$ cat config.mk
export PLATFORM = sky130hd
export DESIGN_NAME = masked_boundary_blend_unit
export DESIGN_NICKNAME = d
export VERILOG_FILES = /design/src/rtl/mbb_pkg.sv /design/src/rtl/mbb_blend.sv /design/src/rtl/masked_boundary_blend_unit.sv
export SDC_FILE = /design/constraint.sdc
export NUM_CORES = 1
export LEC_CHECK = 0
export BUFFER_PORTS_ARGS = -buffer_cell sky130_fd_sc_hd__clkbuf_2
export CAP_MARGIN = 5
export CORE_MARGIN = 1.5
export CORE_UTILIZATION = 28
export CTS_BUF_LIST = sky130_fd_sc_hd__clkbuf_16
export DETAILED_ROUTE_END_ITERATION = 16
export GPL_ROUTABILITY_DRIVEN = 0
export GPL_TIMING_DRIVEN = 0
export SYNTH_ARGS = -nofsm -noshare
export SYNTH_HDL_FRONTEND = slang
export SYNTH_HIERARCHICAL = 1
export SYNTH_SLANG_ARGS = --single-unit
$ cat constraint.sdc
create_clock -name clk -period 14.6 [get_ports clk]
set_clock_uncertainty 0.2 [all_clocks]
set_input_delay 1.46 -clock clk [delete_from_list [all_inputs] [get_ports clk]]
set_output_delay 1.46 -clock clk [all_outputs]
set_load 0.01 [all_outputs]
$ cat src/rtl/mbb_pkg.sv
// Shared types, register indexes and mask weight tables for the masked boundary blend unit.
package mbb_pkg;

  localparam int unsigned PixPortBits = 12;
  localparam int unsigned WeightBits = 7;
  localparam logic [WeightBits-1:0] WeightOne = 7'd64;
  localparam logic [5:0] BlendRound = 6'd32;

  typedef logic [2:0] reg_index_t;
  localparam reg_index_t RegSplitVertical = 3'd0;
  localparam reg_index_t RegMaskLengthCode = 3'd1;
  localparam reg_index_t RegChromaMask = 3'd2;
  localparam reg_index_t RegBlendOffset = 3'd3;
  localparam reg_index_t RegRegionWidth = 3'd4;
  localparam reg_index_t RegRegionHeight = 3'd5;

  localparam logic [1:0] LenCode8 = 2'd0;
  localparam logic [1:0] LenCode16 = 2'd1;

  typedef logic [WeightBits-1:0] weight_t;

  // One beat held between the position stage and the blend stage.
  typedef struct packed {
    logic [PixPortBits-1:0] pixel_first;
    logic [PixPortBits-1:0] pixel_second;
    weight_t                weight;
    logic                   last;
  } stage_t;

  function automatic weight_t mask_weight(input logic [1:0] len_code, input logic chroma,
                                          input logic [4:0] d);
    weight_t w;
    w = '0;
    if (len_code == LenCode8) begin
      case (d[2:0])
        3'd0: w = 7'd64;
        3'd1: w = 7'd64;
        3'd2: w = 7'd62;
        3'd3: w = 7'd52;
        3'd4: w = 7'd12;
        3'd5: w = 7'd2;
        default: w = 7'd0;
      endcase
    end else if (len_code == LenCode16) begin
      if (chroma) begin
        case (d[3:0])
          4'd0, 4'd1, 4'd2, 4'd3: w = 7'd64;
          4'd4: w = 7'd61;
          4'd5: w = 7'd53;
          4'd6: w = 7'd45;
          4'd7: w = 7'd36;
          4'd8: w = 7'd28;
          4'd9: w = 7'd19;
          4'd10: w = 7'd11;
          4'd11: w = 7'd3;
          default: w = 7'd0;
        endcase
      end else begin
        case (d[3:0])
          4'd0: w = 7'd63;
          4'd1: w = 7'd62;
          4'd2: w = 7'd60;
          4'd3: w = 7'd58;
          4'd4: w = 7'd55;
          4'd5: w = 7'd50;
          4'd6: w = 7'd43;
          4'd7: w = 7'd36;
          4'd8: w = 7'd28;
          4'd9: w = 7'd21;
          4'd10: w = 7'd14;
          4'd11: w = 7'd9;
          4'd12: w = 7'd6;
          4'd13: w = 7'd4;
          4'd14: w = 7'd2;
          default: w = 7'd1;
        endcase
      end
    end else begin
      if (chroma) begin
        case (d)
          5'd12: w = 7'd60;
          5'd13: w = 7'd54;
          5'd14: w = 7'd46;
          5'd15: w = 7'd36;
          5'd16: w = 7'd28;
          5'd17: w = 7'd18;
          5'd18: w = 7'd10;
          5'd19: w = 7'd4;
          default: w = (d < 5'd12) ? 7'd64 : 7'd0;
        endcase
      end else begin
        case (d)
          5'd10: w = 7'd63;
          5'd11: w = 7'd61;
          5'd12: w = 7'd57;
          5'd13: w = 7'd52;
          5'd14: w = 7'd45;
          5'd15: w = 7'd36;
          5'd16: w = 7'd28;
          5'd17: w = 7'd19;
          5'd18: w = 7'd12;
          5'd19: w = 7'd7;
          5'd20: w = 7'd3;
          5'd21: w = 7'd1;
          default: w = (d < 5'd10) ? 7'd64 : 7'd0;
        endcase
      end
    end
    return w;
  endfunction

endpackage

$ cat src/rtl/mbb_blend.sv
// Weighted blend of two pixels with a registered result stage and output handshake.
module mbb_blend #(
  parameter int unsigned PIXEL_BITS = 12
) (
  input  logic                                clk,
  input  logic                                rst,
  input  logic                                in_valid,
  input  mbb_pkg::stage_t                     in_beat,
  output logic                                in_ready,
  output logic                                out_valid,
  output logic [mbb_pkg::PixPortBits-1:0]     out_pixel,
  output logic                                out_last,
  input  logic                                out_ready
);

  localparam int unsigned PW = (PIXEL_BITS < mbb_pkg::PixPortBits) ?
                               PIXEL_BITS : mbb_pkg::PixPortBits;
  localparam int unsigned SW = PW + mbb_pkg::WeightBits + 1;

  logic [PW-1:0]                  pix_a;
  logic [PW-1:0]                  pix_b;
  logic [mbb_pkg::WeightBits-1:0] weight_inv;
  logic [SW-1:0]                  blend_sum;
  logic [PW-1:0]                  pixel_next;
  logic [PW-1:0]                  pixel_q;
  logic                           last_q;
  logic                           valid_q;

  assign pix_a = in_beat.pixel_first[PW-1:0];
  assign pix_b = in_beat.pixel_second[PW-1:0];
  assign weight_inv = mbb_pkg::WeightOne - in_beat.weight;

  // A weight of 64 gives the first pixel exactly and 0 the second, so no bypass is needed.
  assign blend_sum = SW'(pix_a) * SW'(in_beat.weight) + SW'(pix_b) * SW'(weight_inv)
                   + SW'(mbb_pkg::BlendRound);
  assign pixel_next = blend_sum[PW+5:6];

  assign in_ready = !valid_q || out_ready;

  always_ff @(posedge clk) begin
    if (rst) begin
      valid_q <= 1'b0;
    end else if (in_ready) begin
      valid_q <= in_valid;
    end
  end

  always_ff @(posedge clk) begin
    if (in_ready && in_valid) begin
      pixel_q <= pixel_next;
      last_q <= in_beat.last;
    end
  end

  assign out_valid = valid_q;
  assign out_pixel = mbb_pkg::PixPortBits'(pixel_q);
  assign out_last = last_q;

endmodule

$ cat src/rtl/masked_boundary_blend_unit.sv
// Top level of the masked boundary blend unit: position tracking, weight lookup and output.
//
// Usage: program the six registers through cfg_we, cfg_index and cfg_data while the unit
// is idle, then stream the pixel pairs of a region in raster order on the s_axis channel
// (pixel_first in tdata[11:0], pixel_second in tdata[23:12]). Each accepted beat yields
// exactly one m_axis beat carrying the blended pixel in tdata[11:0]; tlast marks the final
// pixel of the region, after which the row and column counters start over.
// An accepted beat passes the first register, holding the pixels with the mask weight looked
// up from the band position, then the second, holding the blended result. Throughput is one
// beat per cycle while m_axis_tready is high, as each stage hands its beat on in the same
// cycle that it takes the next. A new beat is accepted while a finished result waits,
// as long as the first stage is free. When the receiver stalls, up to two beats are held and
// s_axis_tready falls; nothing is lost or repeated. Reset clears both stages, the counters
// and the registers (region width and height 64, everything else zero).
module masked_boundary_blend_unit #(
  parameter int unsigned MAX_REGION = 64,
  parameter int unsigned PIXEL_BITS = 12
) (
  input  logic        clk,
  input  logic        rst,
  input  logic        cfg_we,
  input  logic [2:0]  cfg_index,
  input  logic [6:0]  cfg_data,
  input  logic        s_axis_tvalid,
  output logic        s_axis_tready,
  input  logic [23:0] s_axis_tdata,   // pixel_first [11:0], pixel_second [23:12]
  output logic        m_axis_tvalid,
  input  logic        m_axis_tready,
  output logic [15:0] m_axis_tdata,   // pixel_out [11:0], zero padding [15:12]
  output logic        m_axis_tlast
);

  localparam int unsigned CW = $clog2(MAX_REGION);
  localparam int unsigned CMPW = ((CW > 7) ? CW : 7) + 1;

  logic                   split_vertical;
  logic [1:0]             mask_length_code;
  logic                   chroma_mask;
  logic [5:0]             blend_offset;
  logic [6:0]             region_width;
  logic [6:0]             region_height;
  logic [CW-1:0]          row_count;
  logic [CW-1:0]          col_count;
  logic [CW-1:0]          row_count_next;
  logic [CW-1:0]          col_count_next;

  logic [CMPW-1:0]        width_eff;
  logic [CMPW-1:0]        height_eff;
  logic [CMPW-1:0]        pos;
  logic [CMPW-1:0]        band_pos;
  logic [CMPW-1:0]        band_len;
  logic                   row_end;
  logic                   last_next;
  mbb_pkg::weight_t       weight_next;

  mbb_pkg::stage_t        s1_q;
  logic                   s1_valid;
  logic                   s1_ready;
  logic                   accept;
  logic [mbb_pkg::PixPortBits-1:0] pixel_out;

  always_ff @(posedge clk) begin
    if (rst) begin
      split_vertical <= 1'b0;
      mask_length_code <= 2'd0;
      chroma_mask <= 1'b0;
      blend_offset <= 6'd0;
      region_width <= 7'd64;
      region_height <= 7'd64;
    end else if (cfg_we) begin
      case (cfg_index)
        mbb_pkg::RegSplitVertical: split_vertical <= cfg_data[0];
        mbb_pkg::RegMaskLengthCode: mask_length_code <= cfg_data[1:0];
        mbb_pkg::RegChromaMask: chroma_mask <= cfg_data[0];
        mbb_pkg::RegBlendOffset: blend_offset <= cfg_data[5:0];
        mbb_pkg::RegRegionWidth: region_width <= cfg_data;
        mbb_pkg::RegRegionHeight: region_height <= cfg_data;
        default: ;
      endcase
    end
  end

  assign width_eff = (CMPW'(region_width) > CMPW'(MAX_REGION)) ?
                     CMPW'(MAX_REGION) : CMPW'(region_width);
  assign height_eff = (CMPW'(region_height) > CMPW'(MAX_REGION)) ?
                      CMPW'(MAX_REGION) : CMPW'(region_height);

  assign pos = split_vertical ? CMPW'(col_count) : CMPW'(row_count);
  assign band_pos = pos - CMPW'(blend_offset);
  assign band_len = (mask_length_code == mbb_pkg::LenCode8) ? CMPW'(8) :
                    (mask_length_code == mbb_pkg::LenCode16) ? CMPW'(16) : CMPW'(32);

  always_comb begin
    if (pos < CMPW'(blend_offset)) begin
      weight_next = mbb_pkg::WeightOne;
    end else if (band_pos < band_len) begin
      weight_next = mbb_pkg::mask_weight(mask_length_code, chroma_mask, band_pos[4:0]);
    end else begin
      weight_next = '0;
    end
  end

  assign row_end = (CMPW'(col_count) + CMPW'(1)) >= width_eff;
  assign last_next = row_end && ((CMPW'(row_count) + CMPW'(1)) >= height_eff);

  always_comb begin
    col_count_next = col_count + CW'(1);
    row_count_next = row_count;
    if (row_end) begin
      col_count_next = '0;
      row_count_next = last_next ? '0 : row_count + CW'(1);
    end
  end

  assign s_axis_tready = !s1_valid || s1_ready;
  assign accept = s_axis_tvalid && s_axis_tready;

  always_ff @(posedge clk) begin
    if (rst) begin
      row_count <= '0;
      col_count <= '0;
      s1_valid <= 1'b0;
    end else begin
      if (accept) begin
        row_count <= row_count_next;
        col_count <= col_count_next;
      end
      if (s_axis_tready) begin
        s1_valid <= s_axis_tvalid;
      end
    end
  end

  always_ff @(posedge clk) begin
    if (accept) begin
      s1_q.pixel_first <= s_axis_tdata[11:0];
      s1_q.pixel_second <= s_axis_tdata[23:12];
      s1_q.weight <= weight_next;
      s1_q.last <= last_next;
    end
  end

  mbb_blend #(
    .PIXEL_BITS(PIXEL_BITS)
  ) u_blend (
    .clk       (clk),
    .rst       (rst),
    .in_valid  (s1_valid),
    .in_beat   (s1_q),
    .in_ready  (s1_ready),
    .out_valid (m_axis_tvalid),
    .out_pixel (pixel_out),
    .out_last  (m_axis_tlast),
    .out_ready (m_axis_tready)
  );

  assign m_axis_tdata = {4'd0, pixel_out};

`ifndef ASSERT_OFF
  a_last_restarts: assert property (@(posedge clk) disable iff (rst)
    accept && last_next |=> (row_count == '0) && (col_count == '0))
    else $error("counters did not restart after the last pixel of a region");

  a_weight_range: assert property (@(posedge clk) disable iff (rst)
    s1_valid |-> (s1_q.weight <= mbb_pkg::WeightOne))
    else $error("mask weight above 64");

  a_stall_holds_stage: assert property (@(posedge clk) disable iff (rst)
    s1_valid && m_axis_tvalid && !m_axis_tready |=> s1_valid && $stable(s1_q))
    else $error("first stage beat lost during output stall");

  a_ready_when_free: assert property (@(posedge clk) disable iff (rst)
    !s1_valid |-> s_axis_tready)
    else $error("input not ready with the first stage empty");
`endif

endmodule
# Word-level counts from Yosys, hierarchy flattened
# Memory sizes are Yosys's and may differ from the RTL's.
# Index checks and enable logic that the tools add are counted.
dict set report classes {
  n_mux 17
  n_mul 2
  n_reduce_logical 19
  n_eq_ne 23
  bitwise 1
  addsub 8
  magnitude_cmp 8
}
# op count
set ops {}
lappend ops {{case mux 7 bit (12 select lines)} 1}
lappend ops {{2-to-1 mux 7 bit} 9}
lappend ops {{case mux 7 bit (8 select lines)} 1}
lappend ops {{multiplier 12 x 7 -> 18 bit} 2}
lappend ops {{case mux 7 bit (5 select lines)} 1}
lappend ops {{equality test 5 x 4 -> 1 bit, second input constant} 6}
lappend ops {{equality test 5 bit, second input constant} 6}
lappend ops {{2-to-1 mux 6 bit} 5}
lappend ops {{adder 18 bit} 1}
lappend ops {{adder 18 x 6 -> 18 bit, second input constant} 1}
lappend ops {{adder 6 x 1 -> 7 bit, second input constant} 2}
lappend ops {{>= comparator 7 bit} 2}
lappend ops {{> comparator 7 bit, second input constant} 2}
lappend ops {{AND reduction 2 bit} 7}
lappend ops {{adder 6 x 1 -> 6 bit, second input constant} 2}
lappend ops {{equality test 3 x 2 -> 1 bit, second input constant} 4}
lappend ops {{equality test 3 bit, second input constant} 4}
lappend ops {{< comparator 5 x 4 -> 1 bit, second input constant} 2}
lappend ops {{< comparator 8 x 6 -> 1 bit} 1}
lappend ops {{subtractor 6 x 6 -> 7 bit} 1}
lappend ops {{subtractor 7 bit, first input constant} 1}
lappend ops {{equality test 3 x 1 -> 1 bit, second input constant} 2}
lappend ops {{logical NOT 3 bit} 2}
lappend ops {{< comparator 6 bit} 1}
lappend ops {{other kinds (7)} 12}
dict set report word_totals {
  memories 2
  regBits 83
  wordCells 97
  output_inout_bits 19
  mem_bits_ro 208
}
# name words word_bits read_ports rd_ports_with_merged_regs wr line_no
set mem_list {}
lappend mem_list {{(no name shown)} 16 7 1 0 0 mbb_pkg.sv:46} ;# case (d[3:0])
lappend mem_list {{(no name shown)} 16 6 1 0 0 mbb_pkg.sv:59} ;# case (d[3:0])

# Logic depth before layout (Yosys ltp)
dict set report depth {
  depth_word 9
  depth_mapped 25
  depth_no_buf 23
}

# Cells and area by module
# Netlist, hierarchy kept.
# module area_each_um2 seq_area_each_um2 cells_each instances
set modules_own_cells {}
lappend modules_own_cells {mbb_blend 5793.1 410.4 619 1}
lappend modules_own_cells {masked_boundary_blend_unit 4170.2 1701.6 459 1}

# Worst setup path before layout
# OpenSTA, ideal clock, no wires.
dict set report synth_path {
  path_type {flip-flop to flip-flop}
  start {reg s1_q[1] (netlist bit)}
  end {reg u_blend.pixel_q[9] (netlist: u_blend/out_pixel[9]) (data pin)}
  t_required_ns 14.142
  stages_incl_launch_ff 24
  setup_slack_ns 7.939
  setup_ns 0.258
  t_arrival_ns 6.203
  n_path_buf 2
  path_cell_list {edfxtp_1 -> clkbuf_1 -> inv_1 -> ha_1 -> nand2_1 -> xor2_1 -> clkbuf_1 -> nand2_1 -> fa_1 -> fa_1 -> inv_1 -> fa_1 -> fa_1 -> fa_1 -> inv_1 -> fa_1 -> inv_1 -> ha_1 -> a21o_1 -> a2111o_1 -> o2111a_1 -> o41a_1 -> nor2_2 -> xnor2_1}
}
dict set report synth_via {
  elab_chain_cells 4
  elab_cells_between_ends 5
  classes_between {add/sub (3); mul (2)}
}
# item line_no
set synth_rtl {}
lappend synth_rtl {{from (decl)} masked_boundary_blend_unit.sv:56} ;# mbb_pkg::stage_t s1_q;
lappend synth_rtl {{subtractor 7 bit} mbb_blend.sv:31} ;# assign weight_inv = mbb_pkg::WeightOne - in_beat.weight;
lappend synth_rtl {{multiplier 12 x 7 -> 18 bit} mbb_blend.sv:34} ;# assign blend_sum = SW'(pix_a) * SW'(in_beat.weight) + SW'(pix_b) * SW'(weight_inv)
lappend synth_rtl {{adder 18 bit (*)} mbb_blend.sv:34}
lappend synth_rtl {{adder 18 x 6 -> 18 bit (*)} mbb_blend.sv:35} ;# + SW'(mbb_pkg::BlendRound);
lappend synth_rtl {{named net u_blend.blend_sum[15]} mbb_blend.sv:23} ;# logic [SW-1:0] blend_sum;
lappend synth_rtl {{to (signal assigned)} mbb_blend.sv:50} ;# pixel_q <= pixel_next;
lappend synth_rtl {{to (decl)} mbb_blend.sv:25} ;# logic [PW-1:0] pixel_q;
# The timed path passes the listed nets; every way through them passes the cells marked *.
# A chain may end at the register's enable or synchronous reset.

# Worst setup path in the final report
dict set report layout_path {
  start {reg s1_q[1] (netlist bit)}
  end {reg u_blend.pixel_q[11] (netlist: u_blend/out_pixel[11]) (data pin)}
}
# The elaborated chain is that of the path after synthesis.

==> impl_metrics.csv <==
group,metric,value,unit
yosys,synth_top_family_by_area,"adder cells",
clock_network,cts_resized,0,
timing,finalHoldViolations,0,
global_route,groute.usage.overall,13.52,%
final_layout,fin_nets,1405,
yosys,synth_xor_area_share,4.019,%
timing,setup_viol,0,
clock_network,cts_buffers,9,
timing,period_share,53.17,%
critical_path,r2r_end,"u_blend/out_pixel[11]",
clock_network,cts_hold_buf,0,
clock_network,clock_sinks,83,
detailed_routing,vias_per_cell,4.611,
detailed_routing,drtAntennaViolNets,0,
floorplan,ios,58,
global_route,antenna_found_initial,2,
floorplan,die_width,191.6,um
yosys,synth_compound_area_share,9.105,%
yosys,synth_cell_types,71,
hold_path,hp-start,"s1_q[0]",
clock_network,cts.htree.levels,3,
detailed_routing,first_pass_iters,5,
floorplan,rows,68,
critical_path,start_kind,"flop",
yosys,synth_seq_cells,83,
global_route,grt_max_degree,25,
critical_path,crit_required,14.51,ns
yosys,ys.flop_type,"edfxtp_1",
global_route,overflow,0,
floorplan,coreArea,34800,um2
timing,grt_setup_unrepaired,"no",
final_layout,area_delta_synth_final,11.77,%
clock_network,clk_pin_slew,0.07,ns
critical_path,r2r_slack,6.84,ns
detailed_routing,drt_wl_total,23520,um
detailed_routing,initialDrtViolationCount,430,
detailed_routing,num_vias,7401,
clock_network,cts_max_path_buffers,2,
placed_design,dpl.hpwl,19320,um
clock_network,cts_tree,"done",
yosys,synthAdderAreaFrac,37.45,%
timing,min_period,7.763,ns
floorplan,initial_utilization,28.63,%
yosys,synth_cells,1078,
yosys,synth-simple-area-share,17.77,%
yosys,synth_seq_area_share,21.20,%
global_route,grt_pass1_vias,7574,
hold_path,hp-class,"flop to flop",
yosys,async_flop_share,0,%
yosys,synth-edff-count,45,
final_layout,finalInstanceArea,11140,um2
job,drv_cap,0,
yosys,yosys_warnings,6,
timing,fin_ws,6.837,ns
yosys,syn_avg_cell_area,9.242,um2
run_status,outcome,"finished, final reports clean",
placed_design,io_buffer_count,51,
yosys,synth_mux_area_share,1.620,%
critical_path,reg2reg_from,"s1_q[1]",
clock_network,post_cts_buffers,0,
timing,slew_viol_final,0,
hold_path,hold_depth,0,
hold_path,min_to,"u_blend/out_last",
clock_network,insertion_delay,0.37,ns
floorplan,die_h,191.6,um
detailed_routing,drc,0,
critical_path,worstPathArrival,7.68,ns
critical_path,cp-end-kind,"flop",
detailed_routing,wire_per_inst,14.65,um
timing,max_freq,0.1288,GHz
critical_path,cp_max_fo,10,
timing,finalSetupTns,0,ns
clock_network,root_buffer,"clkbuf_16",
yosys,synth.cell_area,9963,um2
placed_design,place_ws,6.819,ns
global_route,grt_pass1_wl,38710,um
timing,tightest_slew,0.8727,ns
timing,slew_headroom,41.40,%
floorplan,die_area,36720,um2
critical_path,crit_type,"flop to flop",
critical_path,rr_worst_depth,23,
placed_design,place_area,10830,um2
final_layout,drive_gt1_share,8.007,%
-- state kept, by name, indices dropped and copies added (netlist names) --
register / flops
s1_valid: 1
col_count: 6
blend_offset: 6
mask_length_code: 2
split_vertical: 1
u_blend/out_valid: 1
chroma_mask: 1
row_count: 6
u_blend/out_pixel: 12
region_width: 7
u_blend/out_last: 1
region_height: 7
s1_q: 32
-- routing by layer --
metal | track usage [%] | vias to the layer above | wire, um
met3 | 2.869 | 35 | 1077
met1 | 17.02 | 3616 | 10270
met5 | 0 | - | 7
met4 | 4.056 | 2 | 486
met2 | 23.15 | 164 | 11680
li1 | - | 3584 | -
-- stage by stage --
step / utilization [%] / hold slack (ns) / cells
after floorplan: - / 0.2003 / 1081
after global placement: 31.03 / 0.2050 / 1587
after detailed placement: 31.11 / 0.2098 / 1588
after CTS: 31.99 / 0.2271 / 1604
after global routing: 31.99 / 0.2295 / 1604
final: 32.00 / 0.2247 / 1605
-- cell usage after synthesis, drive strengths merged, types with 8 or more instances --
cell | instances | share of area, %
a21o | 10 | 0.75
a21oi | 41 | 2.2
a31oi | 8 | 0.50
and2 | 110 | 6.9
buf | 10 | 0.67
clkbuf | 28 | 1.1
dfxtp | 38 | 7.6
edfxtp | 45 | 14
fa | 127 | 26
ha | 95 | 12
inv | 188 | 7.1
mux2i | 15 | 1.5
nand2 | 123 | 4.6
nand2b | 10 | 0.63
nand3 | 18 | 0.90
nor2 | 47 | 1.8
nor3 | 14 | 0.70
o21ai | 30 | 1.5
xnor2 | 31 | 3.0
xor2 | 10 | 1.0
-- how the worst max path moves through the flow --
stage                  from                     to  cells past startpoint
floorplan           s1_q[1]   u_blend/out_pixel[9]                     23
global placement    s1_q[1]  u_blend/out_pixel[11]                     23
detailed placement  s1_q[1]  u_blend/out_pixel[11]                     23
CTS                 s1_q[1]  u_blend/out_pixel[11]                     23
global route        s1_q[1]  u_blend/out_pixel[11]                     23
finish              s1_q[1]  u_blend/out_pixel[11]                     23
-- cell usage in the layout, fill, tap and decap left out, drive strengths merged, types with 3 or more instances in the layout --
cell	synthesis	layout
o311ai	3	3
edfxtp	45	45
nand2	123	123
a21o	10	10
clkinv	0	4
a31oi	8	8
fa	127	127
mux2i	15	15
o21ai	30	30
nand4b	4	4
a21oi	41	41
ha	95	95
clkbuf	28	88
xnor2	31	31
nand2b	10	10
and3	5	5
nand3	18	18
a211oi	6	6
or2	3	3
nor2b	7	7
nor2	47	47
conb	1	4
nor4	3	3
dfxtp	38	38
nor3	14	14
inv	188	191
o21a	6	6
buf	10	11
xor2	10	10
o211ai	4	4
o32ai	5	5
and2	110	110
-- worst max-delay path: stages (launching register included) --
cell	delay, ns
edfxtp_1	0.53
clkbuf_1	0.49
inv_1	0.10
ha_1	0.28
nand2_1	0.09
xor2_1	0.28
clkbuf_1	0.42
nand2_1	0.15
fa_1	0.51
fa_1	0.49
inv_1	0.05
fa_1	0.49
fa_1	0.43
fa_1	0.49
inv_1	0.05
fa_1	0.47
inv_1	0.04
ha_1	0.34
a21o_1	0.21
a2111o_1	0.43
o2111a_1	0.29
o21ai_0	0.33
o221ai_1	0.20
xnor2_1	0.16
-- area by class of cell --
cell class / instances / area, um2
diodes: 1 / 2.502
plain buffers: 38 / 171.4
clock buffers: 9 / 225.2
clock inverters: 7 / 81.33
fillers: 3640 / 23660
inverters: 188 / 705.7
multi-input cells: 772 / 6985
flip-flops and latches: 83 / 2112
well taps: 455 / 569.3
repair buffers: 52 / 282.8
-- kinds of logic after synthesis --
group                    Yosys count
AND/OR/NAND/NOR                  352
buffers and inverters            226
adder cells (fa/ha/maj)          222
AO/OA/AOI/OAI                    137
flip-flops                        83
XOR/XNOR                          41
multiplexers                      16
other                              1
Power is not shown: default switching activity piles up to over one toggle a cycle in this logic, so the estimate is an artifact.
